===== config.mk =====
export PLATFORM = sky130hd
export DESIGN_NAME = contact_tracker_least_used_color_core
export DESIGN_NICKNAME = d
export VERILOG_FILES = /design/src/rtl/core/ctluc_pkg.sv /design/src/rtl/core/contact_tracker_least_used_color_core.sv
export VERILOG_INCLUDE_DIRS = /design/src /design/src/rtl/core
export SDC_FILE = /design/constraint.sdc
export NUM_CORES = 2
export LEC_CHECK = 0
export BUFFER_PORTS_ARGS = -buffer_cell sky130_fd_sc_hd__buf_4
export CORE_MARGIN = 2
export CORE_UTILIZATION = 40
export CTS_CLUSTER_SIZE = 40
export DETAILED_ROUTE_END_ITERATION = 10
export MAX_ROUTING_LAYER = met4
export SETUP_SLACK_MARGIN = 0.05
export SYNTH_ARGS = -nofsm -noshare
export SYNTH_HDL_FRONTEND = slang
export SYNTH_SLANG_ARGS = --single-unit

===== constraint.sdc =====
create_clock -name clk -period 15.8 [get_ports clk]
set_input_delay 3.16 -clock clk [delete_from_list [all_inputs] [get_ports clk]]
set_output_delay 3.16 -clock clk [all_outputs]
set_load 0.1 [all_outputs]

===== src/rtl/core/contact_tracker_least_used_color_core_defines.svh =====
// assertion macros for the contact tracker core
`ifndef CONTACT_TRACKER_LEAST_USED_COLOR_CORE_DEFINES_SVH
`define CONTACT_TRACKER_LEAST_USED_COLOR_CORE_DEFINES_SVH

// property that must hold at every edge outside reset
`define CT_ASSERT(label, prop, msg) \
  label: assert property (@(posedge clk) disable iff (!rst_n) (prop)) else $error(msg);

// implication whose consequent is checked in the cycle after the antecedent
`define CT_ASSERT_NEXT(label, ante, cons, msg) \
  label: assert property (@(posedge clk) disable iff (!rst_n) (ante) |=> (cons)) else $error(msg);

`endif


===== src/rtl/core/ctluc_pkg.sv =====
// ----------------------------------------------------------------------------
// ctluc_pkg
// shared types and codes of the contact tracker core
// ----------------------------------------------------------------------------
package ctluc_pkg;

  localparam logic [1:0] REQ_DOWN = 2'd0;
  localparam logic [1:0] REQ_MOVE = 2'd1;
  localparam logic [1:0] REQ_UP   = 2'd2;
  localparam logic [1:0] REQ_NOP  = 2'd3;

  localparam logic [1:0] ST_OK        = 2'd0;
  localparam logic [1:0] ST_DUPLICATE = 2'd1;
  localparam logic [1:0] ST_NOT_FOUND = 2'd2;
  localparam logic [1:0] ST_FULL      = 2'd3;

  localparam int USAGE_BITS = 5;
  localparam logic [USAGE_BITS-1:0] USAGE_MAX = 5'd31;

  typedef enum logic [9:0] {
    S_IDLE    = 10'b0000000001,
    S_SCAN    = 10'b0000000010,
    S_DECIDE  = 10'b0000000100,
    S_CMIN    = 10'b0000001000,
    S_CCOUNT  = 10'b0000010000,
    S_CPICK   = 10'b0000100000,
    S_CUPD    = 10'b0001000000,
    S_WRITE   = 10'b0010000000,
    S_OUT     = 10'b0100000000,
    S_CMOD    = 10'b1000000000
  } state_t;

endpackage


===== src/rtl/core/contact_tracker_least_used_color_core.sv =====
// ----------------------------------------------------------------------------
// contact_tracker_least_used_color_core
// contact table with least-used color allocation and random tie break
// ----------------------------------------------------------------------------
// channel | direction | ports
// in      | input     | in_valid/in_ready, request fields
// out     | output    | out_valid/out_ready, result fields
//
// from the accepting edge to out_valid: every request runs the entry scan and decide;
// a move writes its entry, an up reads and writes its color counter, a rejected or
// unused request goes straight to output, an accepted down runs three counter passes
// (minimum, tie count, pick) with the remainder step before the pick, then the update
// each memory is read one entry a cycle and its read data is registered
// reset clears valid bits and usage counts at once (no clearing pass)
// the result register holds while out_ready is low; in_ready rises once it is taken
module contact_tracker_least_used_color_core
  import ctluc_pkg::*;
#(
  parameter int MAX_CONTACTS = 16,
  parameter int NUM_COLORS   = 10,
  parameter int POS_BITS     = 12
) (
  input  logic        clk,
  input  logic        rst_n,
  input  logic        in_valid,
  output logic        in_ready,
  input  logic [1:0]  in_req_type,
  input  logic        in_is_touch,
  input  logic [63:0] in_contact_id,
  input  logic [11:0] in_pos_x,
  input  logic [11:0] in_pos_y,
  input  logic [7:0]  in_random_value,
  output logic        out_valid,
  input  logic        out_ready,
  output logic [1:0]  out_status,
  output logic [3:0]  out_color_index,
  output logic        out_scene_changed,
  output logic [11:0] out_out_x,
  output logic [11:0] out_out_y
);

  `include "contact_tracker_least_used_color_core_defines.svh"

  localparam int SW = (MAX_CONTACTS > 1) ? $clog2(MAX_CONTACTS) : 1;
  localparam int CW = (NUM_COLORS > 1) ? $clog2(NUM_COLORS) : 1;
  localparam int EW = 1 + 64 + 4 + 2 * POS_BITS;  // touch, key, color, pos

  // entry memory and usage counter memory
  logic [EW-1:0]         ent_mem [MAX_CONTACTS];
  logic [USAGE_BITS-1:0] use_mem [NUM_COLORS];
  logic [MAX_CONTACTS-1:0] valid_r;
  logic [NUM_COLORS-1:0]   use_nz_r; // marks counters written since reset

  state_t state_r;

  // latched request
  logic [1:0]          req_r;
  logic                touch_r;
  logic [63:0]         id_r;
  logic [POS_BITS-1:0] px_r, py_r;
  logic [7:0]          rnd_r;

  // scan bookkeeping
  logic [SW:0]   sidx_r;   // read address issued
  logic          rd_vld_r; // read data valid this cycle
  logic [SW-1:0] rd_slot_r;
  logic [EW-1:0] ent_q_r;
  logic          hit_r;
  logic [SW-1:0] hit_slot_r;
  logic [EW-1:0] hit_ent_r;
  logic          free_r;
  logic [SW-1:0] free_slot_r;

  // color passes
  logic [CW:0]           cidx_r;
  logic                  crd_vld_r;
  logic [CW-1:0]         crd_col_r;
  logic [USAGE_BITS-1:0] use_q_r;
  logic [USAGE_BITS:0]   min_r;
  logic [CW:0]           ties_r;
  logic [7:0]            pick_r;
  logic [CW-1:0]         col_r;
  logic                  picked_r;
  logic [2:0]            mbit_r;   // random bit consumed by the remainder step

  // result register
  logic                out_valid_r;
  logic [1:0]          o_st_r;
  logic [3:0]          o_col_r;
  logic                o_chg_r;
  logic [POS_BITS-1:0] o_x_r, o_y_r;

  assign in_ready          = (state_r == S_IDLE) && !out_valid_r;
  assign out_valid         = out_valid_r;
  assign out_status        = o_st_r;
  assign out_color_index   = o_col_r;
  assign out_scene_changed = o_chg_r;
  assign out_out_x         = 12'(o_x_r);
  assign out_out_y         = 12'(o_y_r);

  // field views of the registered read word
  logic                q_touch;
  logic [63:0]         q_key;
  assign q_touch = ent_q_r[EW-1];
  assign q_key   = ent_q_r[EW-2 -: 64];

  function automatic logic [3:0] ent_col(input logic [EW-1:0] e);
    return e[2*POS_BITS +: 4];
  endfunction

  // usage value seen by the counter passes (unwritten counters read zero)
  logic [USAGE_BITS-1:0] use_v;
  assign use_v = use_q_r;

  // remainder step: shift in one random bit, subtract the tie count if it fits
  logic [7:0] mod_sh;
  logic [7:0] ties_w;
  assign mod_sh = {pick_r[6:0], rnd_r[mbit_r]};
  assign ties_w = 8'(ties_r);

  // address and write controls
  logic                  ent_we;
  logic [SW-1:0]         ent_wa;
  logic [EW-1:0]         ent_wd;
  logic                  use_we;
  logic [CW-1:0]         use_wa;
  logic [USAGE_BITS-1:0] use_wd;
  logic [CW-1:0]         use_ra;
  logic                  use_hit;

  always_ff @(posedge clk) begin
    if (ent_we) begin
      ent_mem[ent_wa] <= ent_wd;
    end
    ent_q_r <= ent_mem[sidx_r[SW-1:0]];
  end

  always_ff @(posedge clk) begin
    if (use_we) begin
      use_mem[use_wa] <= use_wd;
    end
    use_q_r <= use_hit ? use_mem[use_ra] : '0;
  end

  assign use_hit = use_nz_r[use_ra];

  // decrement/increment helpers
  logic [USAGE_BITS-1:0] use_inc, use_dec;
  assign use_inc = (use_v < USAGE_MAX) ? use_v + 1'b1 : use_v;
  assign use_dec = (use_v != '0) ? use_v - 1'b1 : use_v;

  always_comb begin
    ent_we = 1'b0;
    ent_wa = hit_r ? hit_slot_r : free_slot_r;
    ent_wd = {touch_r, id_r, 4'(col_r), py_r, px_r};
    use_we = 1'b0;
    use_wa = col_r;
    use_wd = use_inc;
    use_ra = cidx_r[CW-1:0];
    if (state_r == S_WRITE) begin
      if (req_r == REQ_DOWN) begin
        ent_we = 1'b1;
        use_we = 1'b1;
      end else if (req_r == REQ_MOVE) begin
        ent_we = 1'b1;
        ent_wd = {touch_r, id_r, ent_col(hit_ent_r), py_r, px_r};
      end else begin
        use_we = 1'b1;
        use_wd = use_dec;
      end
    end
    if (state_r == S_CUPD) begin
      use_ra = col_r;
    end
  end

  logic scan_match;
  assign scan_match = rd_vld_r && valid_r[rd_slot_r] && q_touch == touch_r && q_key == id_r;

  always_ff @(posedge clk) begin
    if (!rst_n) begin
      state_r     <= S_IDLE;
      valid_r     <= '0;
      use_nz_r    <= '0;
      out_valid_r <= 1'b0;
      rd_vld_r    <= 1'b0;
      crd_vld_r   <= 1'b0;
      sidx_r      <= '0;
      cidx_r      <= '0;
    end else begin
      if (out_valid_r && out_ready) begin
        out_valid_r <= 1'b0;
      end
      if (use_we) begin
        use_nz_r[use_wa] <= 1'b1;
      end
      unique case (state_r)
        S_IDLE: begin
          if (in_valid && in_ready) begin
            req_r    <= in_req_type;
            touch_r  <= in_is_touch;
            id_r     <= in_contact_id;
            px_r     <= POS_BITS'(in_pos_x);
            py_r     <= POS_BITS'(in_pos_y);
            rnd_r    <= in_random_value;
            hit_r    <= 1'b0;
            free_r   <= 1'b0;
            sidx_r   <= '0;
            rd_vld_r <= 1'b0;
            state_r  <= S_SCAN;
          end
        end
        S_SCAN: begin
          // issue one read a cycle, compare the word returned last cycle
          rd_vld_r  <= (sidx_r < (SW+1)'(MAX_CONTACTS));
          rd_slot_r <= sidx_r[SW-1:0];
          if (sidx_r < (SW+1)'(MAX_CONTACTS)) begin
            sidx_r <= sidx_r + 1'b1;
          end
          if (scan_match && !hit_r) begin
            hit_r      <= 1'b1;
            hit_slot_r <= rd_slot_r;
            hit_ent_r  <= ent_q_r;
          end
          if (rd_vld_r && !valid_r[rd_slot_r] && !free_r) begin
            free_r      <= 1'b1;
            free_slot_r <= rd_slot_r;
          end
          if (!rd_vld_r && sidx_r == (SW+1)'(MAX_CONTACTS)) begin
            state_r <= S_DECIDE;
          end
        end
        S_DECIDE: begin
          cidx_r    <= '0;
          crd_vld_r <= 1'b0;
          min_r     <= {1'b1, {USAGE_BITS{1'b0}}};
          ties_r    <= '0;
          picked_r  <= 1'b0;
          o_chg_r   <= 1'b0;
          o_col_r   <= '0;
          o_x_r     <= '0;
          o_y_r     <= '0;
          o_st_r    <= ST_OK;
          priority if (req_r == REQ_DOWN) begin
            if (hit_r) begin
              o_st_r  <= ST_DUPLICATE;
              o_col_r <= ent_col(hit_ent_r);
              o_x_r   <= hit_ent_r[POS_BITS-1:0];
              o_y_r   <= hit_ent_r[2*POS_BITS-1:POS_BITS];
              state_r <= S_OUT;
            end else if (!free_r) begin
              o_st_r  <= ST_FULL;
              state_r <= S_OUT;
            end else begin
              state_r <= S_CMIN;
            end
          end else if (req_r == REQ_MOVE || req_r == REQ_UP) begin
            if (!hit_r) begin
              o_st_r  <= ST_NOT_FOUND;
              state_r <= S_OUT;
            end else begin
              o_chg_r <= 1'b1;
              o_col_r <= ent_col(hit_ent_r);
              if (req_r == REQ_MOVE) begin
                o_x_r   <= px_r;
                o_y_r   <= py_r;
                state_r <= S_WRITE;
              end else begin
                o_x_r   <= hit_ent_r[POS_BITS-1:0];
                o_y_r   <= hit_ent_r[2*POS_BITS-1:POS_BITS];
                valid_r[hit_slot_r] <= 1'b0;
                // stored color is always below NUM_COLORS
                col_r   <= CW'(ent_col(hit_ent_r));
                state_r <= S_CUPD;
              end
            end
          end else begin
            state_r <= S_OUT;
          end
        end
        S_CMIN, S_CCOUNT, S_CPICK: begin
          // sweep the counters; one read issued, one value examined per cycle
          crd_vld_r <= (cidx_r < (CW+1)'(NUM_COLORS));
          crd_col_r <= cidx_r[CW-1:0];
          if (cidx_r < (CW+1)'(NUM_COLORS)) begin
            cidx_r <= cidx_r + 1'b1;
          end
          if (crd_vld_r) begin
            if (state_r == S_CMIN && {1'b0, use_v} < min_r) begin
              min_r <= {1'b0, use_v};
            end
            if (state_r == S_CCOUNT && {1'b0, use_v} == min_r) begin
              ties_r <= ties_r + 1'b1;
            end
            if (state_r == S_CPICK && {1'b0, use_v} == min_r && !picked_r) begin
              if (pick_r == '0) begin
                picked_r <= 1'b1;
                col_r    <= crd_col_r;
              end else begin
                pick_r <= pick_r - 1'b1;
              end
            end
          end
          if (!crd_vld_r && cidx_r == (CW+1)'(NUM_COLORS)) begin
            cidx_r <= '0;
            if (state_r == S_CMIN) begin
              state_r <= S_CCOUNT;
            end else if (state_r == S_CCOUNT) begin
              // random mod tie count, built from the eight random bits one at a time
              pick_r  <= '0;
              mbit_r  <= 3'd7;
              state_r <= S_CMOD;
            end else begin
              state_r <= S_CUPD;
            end
          end
        end
        S_CMOD: begin
          // restoring remainder, msb of the random draw first; ties is never zero
          pick_r <= (mod_sh >= ties_w) ? mod_sh - ties_w : mod_sh;
          mbit_r <= mbit_r - 1'b1;
          if (mbit_r == 3'd0) begin
            state_r <= S_CPICK;
          end
        end
        S_CUPD: begin
          // read the chosen counter; data ready next cycle
          state_r <= S_WRITE;
          if (req_r == REQ_DOWN) begin
            o_col_r <= 4'(col_r);
            o_chg_r <= 1'b1;
            o_x_r   <= px_r;
            o_y_r   <= py_r;
          end
        end
        S_WRITE: begin
          if (req_r == REQ_DOWN) begin
            valid_r[free_slot_r] <= 1'b1;
          end
          state_r <= S_OUT;
        end
        S_OUT: begin
          out_valid_r <= 1'b1;
          state_r     <= S_IDLE;
        end
        default: state_r <= S_IDLE;
      endcase
    end
  end

  // a result is presented only while the core is idle
  `CT_ASSERT(a_out_busy, !(out_valid_r && state_r != S_IDLE), "result while busy")
  // a new transaction is never taken while a result waits
  `CT_ASSERT(a_no_take, !(in_ready && out_valid_r), "ready with pending result")
  // a rejected request never reports a scene change
  `CT_ASSERT(a_rej, !(out_valid_r && o_st_r != ST_OK && o_chg_r), "change on reject")
  // every request produces its result after the output state
  `CT_ASSERT_NEXT(a_out_next, state_r == S_OUT, out_valid_r, "missing result")

endmodule

---- Word-level counts from Yosys, hierarchy flattened ----
Memory sizes are Yosys's and may differ from the RTL's. A register that Yosys moved wholly into a read port is not among the register bits.
Index checks and enable logic that the tools add are counted.
word-level totals
  logic and storage cells ................. 281
  input port bits ......................... 103
  memories kept ........................... 2
  output and inout port bits .............. 33
  register bits after elaboration ......... 252
  bits in writable memories ............... 1538
cells by class
  muxes and demuxes ....................... 125
  bitwise gates (word level) .............. 4
  equality and inequality tests ........... 38
  reduce and logical (&&, ||, !) cells .... 58
  add/subtract/negate cells ............... 8
  magnitude comparators ................... 14
memories
  memory   depth  bits a word  rd ports  clocked after Yosys merged registers in  write ports  line                                         RTL
  ent_mem  16     93           1         1                                        1            contact_tracker_least_used_color_core.sv:49  logic [EW-1:0] ent_mem [MAX_CONTACTS];
  use_mem  10     5            1         1                                        1            contact_tracker_least_used_color_core.sv:50  logic [USAGE_BITS-1:0] use_mem [NUM_COLORS];
operators by type and width
  cell                                                        number
  two-way mux 12 bit                                          12
  two-way mux 28 bit                                          3
  two-way mux 10 bit                                          8
  two-way mux 16 bit                                          5
  case mux 10 bit (7 select lines)                            1
  == test 64 bit                                              1
  two-way mux 8 bit                                           8
  two-way mux 5 bit                                           11
  two-way mux 4 bit                                           13
  case mux 12 bit (2 select lines)                            2
  inequality test 2 bit, second input constant                17
  case mux 16 bit (2 select lines)                            1
  case mux 5 bit (2 select lines)                             3
  two-way mux 1 bit                                           28
  two-way mux 9 bit                                           3
  less-than comparator 4 x 5 -> 1 bit, second input constant  5
  adder 5 x 1 -> 5 bit, second input constant                 4
  AND reduction 4 bit                                         5
  logical AND 1 bit                                           18
  bitwise AND 16 bit                                          1
  inverter 16 bit                                             1
  bitwise OR 16 bit                                           1
  case mux 4 bit (2 select lines)                             2
  case mux 8 bit (2 select lines)                             1
  other kinds (51)                                            93

---- Longest topological paths before layout ----
  depth in word-level cells ............... 11
  depth in mapped cells ................... 11
  depth with buffers taken out ............ 11

---- Worst setup path after synthesis ----
OpenSTA, ideal clock, no wires.
  path type ............................... input -> register
  from .................................... input port rst_n
  to ...................................... register id_r[0], enable pin
  arrival ................................. 8.041 ns
  library setup time ...................... 0.558 ns
  path slack .............................. 7.201 ns
  buffers on the path ..................... 3
  cell stages on the path ................. 5
  data required time ...................... 15.242 ns
  cells stage by stage .................... clkbuf_1 > inv_1 > clkbuf_1 > buf_1 > nor2_1
on the way
  word-level cells in the longest chain between the ends .. 1
ends and longest elaborated chain
  what                                  line                                          RTL
  start, declared                       contact_tracker_least_used_color_core.sv:24   input logic rst_n,
  AND reduction 3 bit (no source line)  --
  end signal, assigned                  contact_tracker_least_used_color_core.sv:202  id_r <= in_contact_id;
  end, declared                         contact_tracker_least_used_color_core.sv:59   logic [63:0] id_r;
No other way between the ends.
A chain may end at the register's enable or synchronous reset.

---- Final worst setup path ----
  from .................................... register state_r[6]
  to ...................................... output port in_ready
on the way
  word-level cells in the longest chain between the ends .. 2
ends and longest elaborated chain
  what                     line                                          RTL
  start, declared          contact_tracker_least_used_color_core.sv:54   state_t state_r;
  start signal, assigned   contact_tracker_least_used_color_core.sv:182  state_r <= S_IDLE;
  start signal, assigned   contact_tracker_least_used_color_core.sv:210  state_r <= S_SCAN;
  start signal, assigned   contact_tracker_least_used_color_core.sv:230  state_r <= S_DECIDE;
  == test 10 x 1 -> 1 bit  contact_tracker_least_used_color_core.sv:93   assign in_ready = (state_r == S_IDLE) && !out_valid_r;
  logical AND 1 bit        contact_tracker_least_used_color_core.sv:93
  end, declared            contact_tracker_least_used_color_core.sv:26   output logic in_ready,
No other way between the ends.

==> results.sh <==
export IMPL_outcome="finished, final reports clean"
export IMPL_h_tree_depth=4
export IMPL_synth_top_area_cell="edfxtp_1"
export IMPL_dieArea_um2=181000
export IMPL_synth_flop_cell="edfxtp_1"
export IMPL_whs_endpoint="hit_ent_r[1]$_DFFE_PP_"
export IMPL_yosysWarnings=0
export IMPL_total_power_mw=10.1
export IMPL_syn_to_final_growth_pct=14.4
export IMPL_r2r_start="state_r[4]$_SDFFE_PN0P_"
export IMPL_drt_wirelength_per_cell_um=26.8
export IMPL_finish_instance_area_um2=81300
export IMPL_drive_above_1_share_pct=27.7
export IMPL_grt_max_degree=140
export IMPL_clock_sinks=1888
export IMPL_min_delay_start="ent_q_r[1]$_DFF_P_"
export IMPL_worstSetupPathType="reg -> out"
export IMPL_syn_inst=3220
export IMPL_die_y_um=426
export IMPL_yosysTopAreaCellShare_pct=73.6
export IMPL_slowest_stage="nor2_1"
export IMPL_mostFrequentLayoutCell="edfxtp_1"
export IMPL_yosys_cell_types_count=76
export IMPL_cts_resized=0
export IMPL_placed_area_um2=75100
export IMPL_finalMaxSlewViolations=0
export IMPL_portBuffers=135
export IMPL_worst_pin_slew_ps=1230
export IMPL_setup_viol_count_final=0
export IMPL_start_kind="flop"
export IMPL_io_pins=136
export IMPL_antenna_found_initial=2
export IMPL_cts_buffers=190
export IMPL_rr_endpoint="ent_mem[1][57]$_DFFE_PP_"
export IMPL_setup_tns_ps=0
export IMPL_hpwl_um=85600
export IMPL_min_path_type="reg -> reg"
export IMPL_wl_met2_um=78100
export IMPL_grt_pass1_wl_um=233000
export IMPL_max_freq_ghz=0.178
export IMPL_fp_row_count=154
export IMPL_syn_avg_cell_area_um2=22.1
export IMPL_synth_async_sr_flop_share_pct=0
export IMPL_skew_ps=20.1
export IMPL_critPathRequiredTime_ps=12640
export IMPL_drt_pre_antenna_iters=8
export IMPL_path_cells="nor2_1, nand4_1, nor2_1, buf_4"
export IMPL_routedLengthMet1_um=69900
export IMPL_final_hold_viol_count=0
export IMPL_synth_edf_count=1741
export IMPL_rsz0062_at_grt="no"
export IMPL_period_minus_slack_ps=5610
export IMPL_drc=0
export IMPL_drt_total_wl_um=160000
export IMPL_slew_headroom_pct=17.8
export IMPL_reg2reg_slack_ps=11040
export IMPL_initial_utilization_pct=40.3
export IMPL_finalCritPeriodShare_pct=35.5
export IMPL_ant_nets=0
export IMPL_top_layer="met4"
export IMPL_fillers=14501
export IMPL_layout_common_cells="edfxtp_1, mux4_2, clkbuf_16"
export IMPL_num_vias=33056
export IMPL_overflow=0
export IMPL_nNetsFinal=3593
export IMPL_power_leakage_nw=25.2
export IMPL_vias_per_cell=5.54
export IMPL_holdPathStages=0
export IMPL_synth_seq_area_share_pct=77.7
export IMPL_root_buffer="clkbuf_16"
export IMPL_cts_tree="built"
export IMPL_dr_wl_met3_um=9010
export IMPL_maxCapViolCount=0
export IMPL_synth_area_top_cells="edfxtp_1, mux4_2, dfxtp_1"
export IMPL_arrival_ps=2450
export IMPL_post_cts_setup_buffers=0
export IMPL_cp_common_cell="nor2_1"
export IMPL_syn_cell_area_um2=71100
export IMPL_r2r_cells=9
export IMPL_grt_pass1_vias=33476
export IMPL_path_max_fanout=9
export IMPL_synth_nets=3347
export IMPL_timing_critical_path_slowest_cell_delay_ps=380
export IMPL_ir_drop_mv=0.106
export IMPL_p_per_area_nw_per_um2=124
export IMPL_gp_congestion=0.817
export IMPL_hold_buffers=0
export IMPL_fp_dieW_um=426
export IMPL_path_clk_slew_ps=60
export IMPL_cts_buffer_depth=3
export IMPL_drtIter0Drc=3276
export IMPL_design_core_area_um2=176000
export IMPL_crit_path_end_kind="output port"
export IMPL_yosys_register_bits=1888
export IMPL_insertion_delay_ps=810
export IMPL_grtUsageTotal_pct=18.2
[worst max-delay path by stage]
stage / from / to / cells after the start
after floorplan: rst_n / id_r[0]$_DFFE_PP_ / 5
after global placement: rst_n / px_r[9]$_DFFE_PP_ / 4
after detailed placement: rst_n / rnd_r[5]$_DFFE_PP_ / 4
after CTS: state_r[6]$_SDFFE_PN0P_ / in_ready / 4
after global routing: state_r[6]$_SDFFE_PN0P_ / in_ready / 4
final: state_r[6]$_SDFFE_PN0P_ / in_ready / 4
[through the flow]
stage               utilization [%]  hold WS [ps]  cells  worst slack [ps]
finish                         46.1           402   5971             10190
CTS                            46.1           402   5966             10170
floorplan                         -           386   3220              7200
detailed placement             42.6           389   5614             10150
global placement               42.6           387   5614             10180
global route                   46.1           410   5968             10010
[critical path: cells and delay by family (launching register included)]
kind / cells / cell delay [ps]
DFF: 1 / 350
buffers and inverters: 1 / 360
and+or+nand+nor: 3 / 940
[report_power, final]
part	internal [mW]	switching, mW	total, mW
Clock	2.56	1.87	4.43
Sequential	5.45	0.0541	5.51
Combinational	0.0605	0.0702	0.131
Total	8.08	2.00	10.1
[registers in the layout, indices dropped and copies added, names as in the netlist, 6 cells and up]
signal     count
valid_r       16
min_r          6
out_out_x     12
rnd_r          8
hit_ent_r     28
ent_q_r       93
py_r          12
use_nz_r      10
out_out_y     12
state_r       10
use_mem       50
px_r          12
ent_mem     1488
id_r          64
pick_r         8
[synthesized netlist by cell type, drive strengths merged, types with 16 or more instances]
cell type,n
a21oi,35
a22o,26
buf,44
clkbuf,97
dfxtp,147
edfxtp,1741
ha,23
inv,52
mux2i,18
mux4,472
nand2,65
nand2b,19
nand3,22
nand4,26
nor2,90
nor2b,17
nor3,26
o211ai,16
o21ai,36
xnor2,29
xor2,29
[layout make-up]
| cell class | instances | area, um^2 | area share (%) |
|---|---|---|---|
| clock inverters | 104 | 937 | 1.15 |
| inverters | 52 | 195 | 0.240 |
| repair buffers | 195 | 1500 | 1.85 |
| clock buffers | 248 | 5260 | 6.47 |
| multi-input cells | 1139 | 15300 | 18.8 |
| diodes | 5 | 12.5 | 0.0154 |
| well taps | 2340 | 2930 | 3.60 |
| flip-flops and latches | 1888 | 55200 | 67.9 |
[cell families after synthesis]
group,Yosys count,share of synthesized area (%)
simple gates,351,2.64
fa+ha+maj,24,0.433
buf+inv,193,1.04
mux,499,15.4
xor+xnor,58,0.715
flops,1888,77.7
compound gates,207,2.12
[metal layers]
layer | global-route usage [%] | up-vias
li1 | - | 14036
met1 | 25.2 | 17807
met3 | 2.91 | 211
met2 | 28.3 | 1002
met4 | 4.82 | 0
met5 | - | -
Note: power is estimated with default switching activity, not from simulation.
